## src/sv/ptt_pkg.sv

```systemverilog
// Shared types, widths and codes for the periodic task timer bank.
// Used by every module of the block; no dependencies.
package ptt_pkg;

  localparam int NUM_SLOTS    = 16;
  localparam int SLOT_W       = $clog2(NUM_SLOTS);
  localparam int ALLOC_W      = SLOT_W + 1;
  localparam int RSLOT_W      = 4;
  localparam int CNT_W        = 24;
  localparam int PRESC_W      = 12;
  localparam int CHAN_W       = 3;
  localparam int PERIOD_W     = 31;
  localparam int ELAPSED_W    = CNT_W + PRESC_W + 1;
  localparam int DIV_CNT_W    = $clog2(ELAPSED_W);
  localparam int ADDR_W       = 3;
  localparam int DATA_W       = 32;

  // Input modes
  localparam logic [2:0] MODE_CREATE = 3'd0;
  localparam logic [2:0] MODE_START  = 3'd1;
  localparam logic [2:0] MODE_STOP   = 3'd2;
  localparam logic [2:0] MODE_TICK   = 3'd3;
  localparam logic [2:0] MODE_SCHED  = 3'd4;

  // Result kinds
  localparam logic [2:0] KIND_CREATED = 3'd0;
  localparam logic [2:0] KIND_FULL    = 3'd1;
  localparam logic [2:0] KIND_FIRED   = 3'd2;
  localparam logic [2:0] KIND_KICK    = 3'd3;
  localparam logic [2:0] KIND_DONE    = 3'd4;
  localparam logic [2:0] KIND_BAD     = 3'd5;

  // Register index (paddr[2])
  localparam logic REG_PRESC = 1'b0;
  localparam logic REG_KICK  = 1'b1;

  typedef struct packed {
    logic                active;
    logic                repeating;
    logic [PERIOD_W-1:0] period;
    logic [PERIOD_W-1:0] countdown;
  } slot_t;

  typedef struct packed {
    logic                 start;
    logic [ELAPSED_W-1:0] dividend;
    logic [PERIOD_W-1:0]  divisor;
  } div_req_t;

endpackage

```

## src/sv/periodic_task_timer_bank_core.sv

```systemverilog
// Top level of the periodic task timer bank: command decode, tick sequencer,
// ring of slot cells, output register and APB registers.
// Depends on ptt_pkg, ptt_cell and ptt_div.
//
//  channel | signals                                         | direction
//  --------+-------------------------------------------------+----------
//  in      | in_valid/in_ready, mode slot repeat_flag period  | request in
//          | counter_value                                   |
//  out     | out_valid/out_ready, kind result_slot           | request out
//          | kick_channel_out last                           |
//  cfg     | psel penable pwrite paddr pwdata prdata pready  | APB slave
//
// Create, start, stop, schedule: result in the output register.
// Tick: setup (counter difference, then scaling by the prescaler), then each
// slot in turn as the ring rotates past the head (NUM_SLOTS), plus an emit
// step per firing slot, with the bit-serial remainder unit run first for a
// firing periodic slot, then the kick.
// A full output register stalls the ring; no input is taken during a tick.
// Synchronous reset clears all slots, the allocation count and the counter.
module periodic_task_timer_bank_core (
  input  logic                          clk,
  input  logic                          rst,
  input  logic                          in_valid,
  output logic                          in_ready,
  input  logic [2:0]                    mode,
  input  logic [3:0]                    slot,
  input  logic                          repeat_flag,
  input  logic [ptt_pkg::PERIOD_W-1:0]  period,
  input  logic [ptt_pkg::CNT_W-1:0]     counter_value,
  output logic                          out_valid,
  input  logic                          out_ready,
  output logic [2:0]                    kind,
  output logic [ptt_pkg::RSLOT_W-1:0]   result_slot,
  output logic [ptt_pkg::CHAN_W-1:0]    kick_channel_out,
  output logic                          last,
  input  logic                          psel,
  input  logic                          penable,
  input  logic                          pwrite,
  input  logic [ptt_pkg::ADDR_W-1:0]    paddr,
  input  logic [ptt_pkg::DATA_W-1:0]    pwdata,
  output logic [ptt_pkg::DATA_W-1:0]    prdata,
  output logic                          pready
);

  localparam logic [2:0] ST_IDLE = 3'd0;
  localparam logic [2:0] ST_MUL  = 3'd1;
  localparam logic [2:0] ST_SUB  = 3'd2;
  localparam logic [2:0] ST_DIV  = 3'd3;
  localparam logic [2:0] ST_EMIT = 3'd4;
  localparam logic [2:0] ST_KICK = 3'd5;

  logic [2:0]                      state, state_next;
  logic [ptt_pkg::ALLOC_W-1:0]     alloc;
  logic [ptt_pkg::CNT_W-1:0]       prev_cnt;
  logic [ptt_pkg::CNT_W-1:0]       diff;
  logic [ptt_pkg::ELAPSED_W-1:0]   elapsed;
  logic [ptt_pkg::SLOT_W-1:0]      idx;
  logic [ptt_pkg::PRESC_W-1:0]     presc;
  logic [ptt_pkg::CHAN_W-1:0]      kick_chan;
  ptt_pkg::slot_t                  head_q;

  ptt_pkg::slot_t                  cell_q [ptt_pkg::NUM_SLOTS];
  ptt_pkg::slot_t                  head_next;
  ptt_pkg::slot_t                  wr_data;
  ptt_pkg::slot_t                  sel;
  ptt_pkg::slot_t                  h;
  logic [ptt_pkg::SLOT_W-1:0]      wr_idx;
  logic                            wr_en;
  logic                            shift_en;
  logic                            in_fire;
  logic                            emit_ok;
  logic                            emit;
  logic [2:0]                      e_kind;
  logic [ptt_pkg::RSLOT_W-1:0]     e_slot;
  logic [ptt_pkg::CHAN_W-1:0]      e_chan;
  logic                            e_last;
  logic                            advance;
  logic                            bad_slot;
  logic [ptt_pkg::PRESC_W:0]       presc_p1;
  logic [ptt_pkg::PERIOD_W-1:0]    eff_period;
  ptt_pkg::div_req_t               div_req;
  logic                            div_done;
  logic [ptt_pkg::PERIOD_W-1:0]    div_rem;
  logic                            cfg_wr;

  assign emit_ok  = !out_valid || out_ready;
  assign in_ready = (state == ST_IDLE) && emit_ok;
  assign in_fire  = in_valid && in_ready;
  assign sel      = cell_q[slot[ptt_pkg::SLOT_W-1:0]];
  assign bad_slot = (ptt_pkg::ALLOC_W'(slot) >= alloc);
  assign h        = cell_q[0];
  assign presc_p1 = {1'b0, presc} + 1'b1;
  assign eff_period = (h.period == '0) ? ptt_pkg::PERIOD_W'(1) : h.period;

  // ring of slot cells; the head's result re-enters at the tail
  for (genvar i = 0; i < ptt_pkg::NUM_SLOTS; i++) begin : g_cell
    ptt_pkg::slot_t nb;
    if (i == ptt_pkg::NUM_SLOTS - 1) begin : g_tail
      assign nb = head_next;
    end else begin : g_mid
      assign nb = cell_q[i+1];
    end
    ptt_cell u_cell (
      .clk      (clk),
      .rst      (rst),
      .shift_en (shift_en),
      .shift_in (nb),
      .wr_en    (wr_en && (wr_idx == ptt_pkg::SLOT_W'(i))),
      .wr_data  (wr_data),
      .st       (cell_q[i])
    );
  end

  ptt_div u_div (
    .clk  (clk),
    .rst  (rst),
    .req  (div_req),
    .done (div_done),
    .rem  (div_rem)
  );

  // command decode and tick sequencer
  always_comb begin
    state_next       = state;
    emit             = 1'b0;
    e_kind           = ptt_pkg::KIND_CREATED;
    e_slot           = '0;
    e_chan           = '0;
    e_last           = 1'b1;
    wr_en            = 1'b0;
    wr_idx           = alloc[ptt_pkg::SLOT_W-1:0];
    wr_data          = '0;
    shift_en         = 1'b0;
    head_next        = h;
    advance          = 1'b0;
    div_req.start    = 1'b0;
    div_req.dividend = elapsed - ptt_pkg::ELAPSED_W'(h.countdown);
    div_req.divisor  = eff_period;
    unique case (state)
      ST_IDLE: begin
        if (in_fire) begin
          case (mode)
            ptt_pkg::MODE_CREATE, ptt_pkg::MODE_SCHED: begin
              emit = 1'b1;
              if (alloc == ptt_pkg::ALLOC_W'(ptt_pkg::NUM_SLOTS)) begin
                e_kind = ptt_pkg::KIND_FULL;
              end else begin
                wr_en             = 1'b1;
                wr_data.active    = (mode == ptt_pkg::MODE_SCHED);
                wr_data.repeating = repeat_flag;
                wr_data.period    = (mode == ptt_pkg::MODE_SCHED) ? period : '0;
                wr_data.countdown = (mode == ptt_pkg::MODE_SCHED) ? period : '0;
                e_kind            = ptt_pkg::KIND_CREATED;
                e_slot            = ptt_pkg::RSLOT_W'(alloc[ptt_pkg::SLOT_W-1:0]);
              end
            end
            ptt_pkg::MODE_START, ptt_pkg::MODE_STOP: begin
              emit   = 1'b1;
              e_slot = slot;
              if (bad_slot) begin
                e_kind = ptt_pkg::KIND_BAD;
              end else begin
                wr_en   = 1'b1;
                wr_idx  = slot[ptt_pkg::SLOT_W-1:0];
                wr_data = sel;
                e_kind  = ptt_pkg::KIND_DONE;
                if (mode == ptt_pkg::MODE_START) begin
                  wr_data.active    = 1'b1;
                  wr_data.period    = period;
                  wr_data.countdown = period;
                end else begin
                  wr_data.active = 1'b0;
                end
              end
            end
            ptt_pkg::MODE_TICK: state_next = ST_MUL;
            default: ;
          endcase
        end
      end
      ST_MUL: state_next = ST_SUB;
      ST_SUB: begin
        if (!h.active) begin
          shift_en = 1'b1;
          advance  = 1'b1;
        end else if (ptt_pkg::ELAPSED_W'(h.countdown) > elapsed) begin
          head_next.countdown = h.countdown - elapsed[ptt_pkg::PERIOD_W-1:0];
          shift_en            = 1'b1;
          advance             = 1'b1;
        end else if (h.repeating) begin
          div_req.start = 1'b1;
          state_next    = ST_DIV;
        end else begin
          state_next = ST_EMIT;
        end
      end
      ST_DIV: begin
        if (div_done) begin
          state_next = ST_EMIT;
        end
      end
      ST_EMIT: begin
        if (emit_ok) begin
          emit      = 1'b1;
          e_kind    = ptt_pkg::KIND_FIRED;
          e_slot    = ptt_pkg::RSLOT_W'(idx);
          e_last    = 1'b0;
          head_next = head_q;
          shift_en  = 1'b1;
          advance   = 1'b1;
        end
      end
      ST_KICK: begin
        if (emit_ok) begin
          emit       = 1'b1;
          e_kind     = ptt_pkg::KIND_KICK;
          e_chan     = kick_chan;
          state_next = ST_IDLE;
        end
      end
      default: state_next = ST_IDLE;
    endcase
    if (advance) begin
      state_next = (idx == ptt_pkg::SLOT_W'(ptt_pkg::NUM_SLOTS - 1)) ? ST_KICK : ST_SUB;
    end
  end

  // control registers
  always_ff @(posedge clk) begin
    if (rst) begin
      state    <= ST_IDLE;
      alloc    <= '0;
      prev_cnt <= '0;
      idx      <= '0;
    end else begin
      state <= state_next;
      if (wr_en && state == ST_IDLE &&
          (mode == ptt_pkg::MODE_CREATE || mode == ptt_pkg::MODE_SCHED)) begin
        alloc <= alloc + 1'b1;
      end
      if (in_fire && mode == ptt_pkg::MODE_TICK) begin
        prev_cnt <= counter_value;
      end
      if (state == ST_MUL) begin
        idx <= '0;
      end else if (advance) begin
        idx <= idx + 1'b1;
      end
    end
  end

  // tick datapath
  always_ff @(posedge clk) begin
    if (in_fire) begin
      diff <= counter_value - prev_cnt;
    end
    if (state == ST_MUL) begin
      elapsed <= ptt_pkg::ELAPSED_W'(diff) * ptt_pkg::ELAPSED_W'(presc_p1);
    end
    // fired slot: one-shot goes idle and clears, periodic reloads
    if (state == ST_SUB) begin
      head_q <= {1'b0, h.repeating, h.period, ptt_pkg::PERIOD_W'(0)};
    end else if (state == ST_DIV && div_done) begin
      head_q <= {1'b1, head_q.repeating, head_q.period, eff_period - div_rem};
    end
  end

  // output register
  always_ff @(posedge clk) begin
    if (rst) begin
      out_valid <= 1'b0;
    end else if (emit) begin
      out_valid <= 1'b1;
    end else if (out_ready) begin
      out_valid <= 1'b0;
    end
  end

  always_ff @(posedge clk) begin
    if (emit) begin
      kind             <= e_kind;
      result_slot      <= e_slot;
      kick_channel_out <= e_chan;
      last             <= e_last;
    end
  end

  // APB registers
  assign pready = 1'b1;
  assign cfg_wr = psel && penable && pwrite;

  always_ff @(posedge clk) begin
    if (rst) begin
      presc     <= '0;
      kick_chan <= '0;
    end else if (cfg_wr) begin
      unique case (paddr[2])
        ptt_pkg::REG_PRESC: presc     <= pwdata[ptt_pkg::PRESC_W-1:0];
        ptt_pkg::REG_KICK:  kick_chan <= pwdata[ptt_pkg::CHAN_W-1:0];
        default: ;
      endcase
    end
  end

  always_comb begin
    unique case (paddr[2])
      ptt_pkg::REG_KICK: prdata = ptt_pkg::DATA_W'(kick_chan);
      default:           prdata = ptt_pkg::DATA_W'(presc);
    endcase
  end

endmodule

```

## src/sv/ptt_cell.sv

```systemverilog
// One timer slot of the ring: holds a slot's state, loads on a command
// write and takes its neighbor's state on a ring shift. Depends on ptt_pkg.
module ptt_cell (
  input  logic           clk,
  input  logic           rst,
  input  logic           shift_en,
  input  ptt_pkg::slot_t shift_in,
  input  logic           wr_en,
  input  ptt_pkg::slot_t wr_data,
  output ptt_pkg::slot_t st
);

  // command write wins; otherwise follow the ring
  always_ff @(posedge clk) begin
    if (rst) begin
      st <= '0;
    end else if (wr_en) begin
      st <= wr_data;
    end else if (shift_en) begin
      st <= shift_in;
    end
  end

endmodule

```

## src/sv/ptt_div.sv

```systemverilog
// Restoring remainder unit, one dividend bit per cycle.
// Gives dividend mod divisor for the periodic reload. Depends on ptt_pkg.
module ptt_div (
  input  logic                          clk,
  input  logic                          rst,
  input  ptt_pkg::div_req_t             req,
  output logic                          done,
  output logic [ptt_pkg::PERIOD_W-1:0]  rem
);

  logic                            busy;
  logic [ptt_pkg::DIV_CNT_W-1:0]   cnt;
  logic [ptt_pkg::ELAPSED_W-1:0]   dvd;
  logic [ptt_pkg::PERIOD_W-1:0]    dvs;
  logic [ptt_pkg::PERIOD_W:0]      trial;
  logic [ptt_pkg::PERIOD_W-1:0]    rem_next;

  // shift in next bit, subtract when it fits
  always_comb begin
    trial = {rem, dvd[ptt_pkg::ELAPSED_W-1]};
    if (trial >= {1'b0, dvs}) begin
      rem_next = ptt_pkg::PERIOD_W'(trial - {1'b0, dvs});
    end else begin
      rem_next = trial[ptt_pkg::PERIOD_W-1:0];
    end
  end

  always_ff @(posedge clk) begin
    if (rst) begin
      busy <= 1'b0;
      done <= 1'b0;
      cnt  <= '0;
    end else begin
      done <= 1'b0;
      if (req.start) begin
        busy <= 1'b1;
        cnt  <= '0;
      end else if (busy) begin
        cnt <= cnt + 1'b1;
        if (cnt == ptt_pkg::DIV_CNT_W'(ptt_pkg::ELAPSED_W - 1)) begin
          busy <= 1'b0;
          done <= 1'b1;
        end
      end
    end
  end

  // datapath
  always_ff @(posedge clk) begin
    if (req.start) begin
      rem <= '0;
      dvd <= req.dividend;
      dvs <= req.divisor;
    end else if (busy) begin
      rem <= rem_next;
      dvd <= dvd << 1;
    end
  end

endmodule

```

## config.mk

```make
export PLATFORM = sky130hd
export DESIGN_NAME = periodic_task_timer_bank_core
export DESIGN_NICKNAME = d
export VERILOG_FILES = /design/src/sv/ptt_pkg.sv /design/src/sv/periodic_task_timer_bank_core.sv /design/src/sv/ptt_cell.sv /design/src/sv/ptt_div.sv
export SDC_FILE = /design/constraint.sdc
export NUM_CORES = 2
export LEC_CHECK = 0
export BUFFER_PORTS_ARGS = -buffer_cell sky130_fd_sc_hd__buf_2
export CORE_MARGIN = 2
export CORE_UTILIZATION = 41
export DETAILED_ROUTE_END_ITERATION = 7
export HOLD_SLACK_MARGIN = 0.15
export RECOVER_POWER = 50
export SLEW_MARGIN = 15
export SYNTH_ARGS = -nofsm -noshare
export SYNTH_HDL_FRONTEND = slang
export SYNTH_SLANG_ARGS = --single-unit
```

## constraint.sdc

```tcl
create_clock -name clk -period 6.4 [get_ports clk]
set_input_delay 0.64 -clock clk [delete_from_list [all_inputs] [get_ports clk]]
set_output_delay 0.64 -clock clk [all_outputs]
set_load 0.02 [all_outputs]
```

# Word-level counts from Yosys, hierarchy flattened

Index checks and enable logic that the tools add are counted.

$add $sub $neg: 9
Multipliers: 1
Magnitude comparators: 4
Equal/unequal tests: 34
Mux-type cells: 104
Bitwise operators: 3
Reduce and logical (&&, ||, !) cells: 60

Operators by type and width:

| cell                 | number |
|---|---|
| $mux W64             | 37 |
| $bmux W64 S4         | 1 |
| $mux W63             | 3 |
| $mux W31             | 6 |
| $pmux W64 S2         | 1 |
| $sub A31 B31 Y31     | 3 |
| $mux W37             | 2 |
| $mux W62             | 1 |
| $pmux W31 S2         | 1 |
| $gt A31 B37 Y1       | 1 |
| $mul A24 B13 Y37     | 1 |
| $sub A37 B31 Y37     | 1 |
| $eq A4 B4 Y1 const B | 9 |
| $reduce_bool A2 Y1   | 18 |
| $mux W33             | 1 |
| $ge A32 B31 Y1       | 1 |
| $logic_not A31 Y1    | 1 |
| $mux W3              | 10 |
| $mux W4              | 7 |
| $logic_and A1 B1 Y1  | 24 |
| $sub A24 B24 Y24     | 1 |
| $mux W1              | 23 |
| $pmux W3 S6          | 1 |
| $eq A4 B3 Y1 const B | 4 |
| other kinds (33)     | 57 |

Register bits after elaboration: 1319
Input bits: 105
Output and inout bits: 46
Logic and storage cells: 302

# Depth between registers and ports, before layout

Depth after elaboration: 10
Gate-level depth with buffers: 29
Depth with buffers taken out: 28

# Cells and area by module

From an unflattened synthesis, not the netlist that was laid out.

Cells, all modules: 8695
Area, all modules: 87326.3 um^2

By module, submodules not included:

| module                        | instances | cells each | area each (um^2) | seq. area each (um^2) |
|---|---|---|---|---|
| ptt_cell                      | 16        | 284        | 3045.4           | 1281.2 |
| periodic_task_timer_bank_core | 1         | 3575       | 32713.9          | 4804.6 |
| ptt_div                       | 1         | 576        | 5885.6           | 2822.7 |

# Least setup slack after synthesis

No wires, ideal clock.

Path type: reg2reg
From: register presc[0] (netlist bit)
To: register elapsed[36] (netlist bit), data pin
Setup time: 0.260 ns
Arrival: 6.396 ns
Data required time: 6.140 ns
Slack: -0.256 ns
Stages on the path, launching flop included: 25
Path buffers: 2
Clock period less this slack: 6.656 ns
Path through: dfxtp_1 > clkbuf_1 > nand3_1 > xnor2_1 > clkbuf_1 > nand2_1 > fa_1 > inv_1 > fa_1 > inv_1 > fa_1 > inv_1 > fa_1 > fa_1 > ha_1 > a21o_1 > a2111oi_0 > o21a_1 > o2111ai_1 > a31oi_2 > nor4_1 > o41ai_1 > o21ai_0 > a21oi_1 > xnor2_1

Cells in the longest elaborated chain, start to end: 2

Ends and longest elaborated chain:

| item                   | line                                 | text |
|---|---|---|
| start, declared        | periodic_task_timer_bank_core.sv:58  | `logic [ptt_pkg::PRESC_W-1:0] presc;` |
| start signal, assigned | periodic_task_timer_bank_core.sv:298 | `ptt_pkg::REG_PRESC: presc <= pwdata[ptt_pkg::PRESC_W-1:0];` |
| $add A12 B1 Y13        | periodic_task_timer_bank_core.sv:92  | `assign presc_p1 = {1'b0, presc} + 1'b1;` |
| $mul A24 B13 Y37       | periodic_task_timer_bank_core.sv:258 | `elapsed <= ptt_pkg::ELAPSED_W'(diff) * ptt_pkg::ELAPSED_W'(presc_p1);` |
| end signal, assigned   | periodic_task_timer_bank_core.sv:258 |  |
| end, declared          | periodic_task_timer_bank_core.sv:56  | `logic [ptt_pkg::ELAPSED_W-1:0] elapsed;` |

Every way passes these cells.
A chain may end at the register's enable or synchronous reset.

# Worst setup path in the final report

From: register state[2]
To: register g_cell[4].u_cell.st[59] (netlist bit)

Cells in the longest elaborated chain, start to end: 8
Elaborated cells between the ends (all ways): 16
Classes of those cells: eq/ne (3); mux (8); reduce/logical (5)

Ends and longest elaborated chain:

| item                                           | line                                                                      | text |
|---|---|---|
| start, declared                                | periodic_task_timer_bank_core.sv:52                                       | `logic [2:0] state, state_next;` |
| start signal, assigned                         | periodic_task_timer_bank_core.sv:236                                      | `state <= state_next;` |
| $logic_not A3 Y1                               | periodic_task_timer_bank_core.sv:87, periodic_task_timer_bank_core.sv:139 |  |
| $logic_and A1 B1 Y1                            | periodic_task_timer_bank_core.sv:87                                       | `assign in_ready = (state == ST_IDLE) && emit_ok;` |
| $logic_and A1 B1 Y1                            | periodic_task_timer_bank_core.sv:88                                       | `assign in_fire = in_valid && in_ready;` |
| $mux W4                                        | periodic_task_timer_bank_core.sv:141                                      | `if (in_fire) begin` |
| $mux W4                                        | periodic_task_timer_bank_core.sv:139                                      | `unique case (state)` |
| $eq A4 B3 Y1                                   | periodic_task_timer_bank_core.sv:108                                      | `.wr_en (wr_en && (wr_idx == ptt_pkg::SLOT_W'(i))),` |
| $logic_and A1 B1 Y1                            | periodic_task_timer_bank_core.sv:108                                      |  |
| $mux W64 or $reduce_bool A2 Y1 (tied branches) | n/a                                                                       |  |
| end signal, assigned                           | ptt_cell.sv:18                                                            | `st <= wr_data;` |
| end signal, assigned                           | ptt_cell.sv:20                                                            | `st <= shift_in;` |
| end, declared                                  | ptt_cell.sv:10                                                            | `output ptt_pkg::slot_t st` |

Several ways; a longest one is shown, not always the timed one.

==> metrics.md <==
| Metric | Value |
|---|---|
| Layout cells sized above 1 | 13.8% |
| Worst Setup SP | state[2] |
| Worst R2R Path Depth | 10 |
| H-Tree Depth | 4 |
| DIE AREA | 210,000 um^2 |
| Register-to-Register Setup Slack | -0.05 ns |
| Number of enable flip-flop cells after synthesis | 172 |
| Yosys top cell area share | 27.1% |
| Core footprint | 205,000 um^2 |
| Slew headroom | -247% |
| TNS Setup | -0.229 ns |
| DRC | 0 |
| Num CTS Buffers | 150 |
| Sequential area share after synthesis | 33.2% |
| Gr ovfl total | 0 |
| Reg-to-Reg End | g_cell[4].u_cell.st[59] |
| Stages on the worst setup path | 10 |
| Static Leakage | 0.0343 uW |
| Cell Rows | 166 |
| CP Capture Point | g_cell[4].u_cell.st[59] |
| Final Util | 45.1% |
| Root buffer cell | clkbuf_16 |
| Slowest CP cell | nor4_1 |
| Final ANT Viol Nets | 0 |
| Antenna violations before repair | 3 |
| Outcome | finished, violations left |
| Crit path launch type | flop |
| Skew final | 0.0379 ns |
| Max rail drop VDD | 411 uV |
| Vias in the first global route | 70,400 |
| #FFs+latches synth | 1,319 |
| Worst hold path class | in -> reg |
| Synth area leaders | dfxtp_1, nand2_1, mux4_2 |
| Power, Total | 28,600 uW |
| Crit path kind | reg -> reg |
| Avg Cell Area, Syn | 8.73 um^2 |
| Fin nets | 9,971 |
| CP required | 6.89 ns |
| 1st-iter DRT viols | 7,172 |
| Worst-skew pair later-pin latency | 0.83 ns |
| Routed vias/inst | 5.93 |
| Tmin final | 6.45 ns |
| CTS tree | yes |
| Fmax | 155 MHz |
| Starting Density | 41.3% |
| Asr flop ratio synth | 0% |
| Largest net degree at the start of global routing | 192 |
| Global placement routability congestion | 0.904 |
| Synth-to-Final Area Change | 9.36% |
| Final setup vio count | 6 |
| Port bufs | 107 |
| GRT Total Usage | 24.9% |
| RSZ-0062 raised after global routing | yes |
| Synth area leader | dfxtp_1 |
| Final worst path period share | 101% |
| Crit path max fanout | 51 |
| # placed instances | 11,900 |
| Worst Setup Slack, final | -0.0535 ns |
| Slew Viols, Final | 523 |
| Post-Syn Area | 84,600 um^2 |
| Die Y-Extent | 458 um |
| Clk slew on worst S/H paths | 0.06 ns |
| CP endpoint kind | flop |
| Slew of the pin with the lowest slew margin | 5.21 ns |
| Critical path buffers and inverters | 1 |
| DRT Pass-1 Iters | 8 |
| Io pins | 151 |
| CP delay by family, top | simple AND/OR/NAND/NOR gates |
| Yosys Warn Count | 0 |
| DR WL/cell | 22.0 um |
| WP data arrival | 6.94 ns |
| Most common cell in the netlist | nand2_1 |
| Synthesized instance count | 9,691 |
| Post-synth top flop | dfxtp_1 |
| Crit-path cells | nor4_1 -> nand2_1 -> nor3_1 -> o21ai_2 -> or3b_1 -> a21oi_2 -> nand2_8 -> clkbuf_2 -> nor2_1 -> a311oi_2 |
| Post-Layout Cell Count | 12,200 |
| Clock sinks | 1,319 |
| PD cells | 309 nW/um^2 |
| Final WL | 268,000 um |
| Hpwl dp | 165,000 um |
| Failing checks | capacitance limit, slew limit, setup timing |
| Die X-Extent | 458 um |
| Largest stage delay on the critical path | 1.38 ns |
| FF-to-FF Start | state[2] |
| Max-capacitance violation count | 11 |
| Clock buffer depth | 3 |
| Synth cell count leaders | nand2_1, nor2_1, dfxtp_1 |
| Via Count | 72,400 |
| Distinct cells, synth | 93 |
| Global-route wire length before repair | 415,000 um |
| Final Hold Fails | 0 |
worst register-to-register path, stage by stage, from the launching register on:
cell and delay [ns]:
dfxtp_1 0.38, nor4_1 1.38, nand2_1 0.91, nor3_1 0.68, o21ai_2 0.35, or3b_1 0.45, a21oi_2 0.63, nand2_8 0.47
clkbuf_2 0.58, nor2_1 0.24, a311oi_2 0.06
final cells by class:
type / count / area [um^2]
Clock inverter: 62 / 693
Clock buffer: 215 / 4350
Fill cell: 19400 / 112000
Timing Repair Buffer: 415 / 3320
Sequential cell: 1319 / 28100
Tap cell: 2688 / 3360
Multi-Input combinational cell: 6966 / 50700
Inverter: 530 / 1990
Antenna cell: 3 / 7.51
power breakdown:
group / total [uW] / switching, uW / internal, uW
clock network: 8930 / 3800 / 5130
registers: 9640 / 625 / 9020
logic: 10000 / 7250 / 2770
layer usage:
metal	global-route usage (%)	routed length [um]
met1	32.5	112000
met2	40.7	126000
met3	3.26	17200
met4	12.0	13100
met5	0	0
per-stage QoR:
stage / worst slack [ns] / cell area, um^2 / hold WS [ns]
5_1_grt: -0.122 / 92500 / 0.278
6_report: -0.0535 / 92600 / 0.276
3_3_place_gp: -0.164 / 87200 / 0.441
3_5_place_dp: -0.197 / 87200 / 0.448
2_1_floorplan: -0.0498 / 84700 / 0.429
4_1_cts: 0.00459 / 92700 / 0.186
placed cells by master, fill, tap and decap left out, types with 25 or more instances in the layout:
cell and instances:
nand2_1 2416, nor2_1 1170, dfxtp_1 1141, a311oi_1 683, inv_1 528, mux4_2 315, a311oi_2 277, a21oi_1 261
fa_1 247, ha_1 233, buf_4 180, edfxtp_1 172, clkbuf_16 156, o21ai_0 154, xnor2_1 104, clkbuf_1 96
and2_1 93, a21o_1 76, buf_2 76, and3_1 65, o21ai_4 63, nor2b_1 58, xor2_1 53, nand3_1 51
mux2i_1 49, nor3_1 43, a211oi_1 41, buf_12 38, dlygate4sd3_1 36, nand2b_1 34, a222oi_1 32, o21bai_1 31
clkinv_2 30, a221oi_1 28, nand4_1 25, o21a_1 25
kinds of logic (layout without fill, tap and decap cells):
logic type	after synthesis	count (layout)	share of synthesized area (%)
AOI/OAI and AO/OA	1871	1871	19.9
xor gates and xnor gates	163	163	1.69
adders and majority gates	484	484	9.35
buffers and inverters	1425	1222	7.42
DFF	1319	1319	33.2
muxes	370	370	9.04
other	2	24	0.00887
and+or+nand+nor	4057	4057	19.3
repair_timing:
item / CTS / global route
buffers inserted: 2 / 9
setup endpoints to repair: 8 / 13
resized for setup: 28 / 67
gates cloned: 0 / 1
pin swaps: 7 / 34
hold buffers: 36 / 0
hold endpoints to repair: 39 / 0
flip-flops by register name (all words and copies together), names as in the netlist, 5 cells and up:
register and flops:
g_cell.u_cell.st 1024, prev_cnt 24, elapsed 37, u_div.dvd 37
u_div.rem 31, alloc 5, u_div.cnt 6, u_div.dvs 31
presc 12, diff 24, head_q 64
worst min-delay path by stage:
stage | from | end | slack (ns) | depth (start not counted)
detailed placement | head_q[22] | head_q[22] | 0.45 | 2
global placement | head_q[20] | head_q[20] | 0.44 | 2
finish | mode[2] | kind[2] | 0.28 | 2
global route | mode[2] | kind[2] | 0.28 | 2
CTS | mode[2] | kind[2] | 0.19 | 2
floorplan | head_q[17] | head_q[17] | 0.43 | 2
Note: power is estimated with default switching activity, not from simulation.
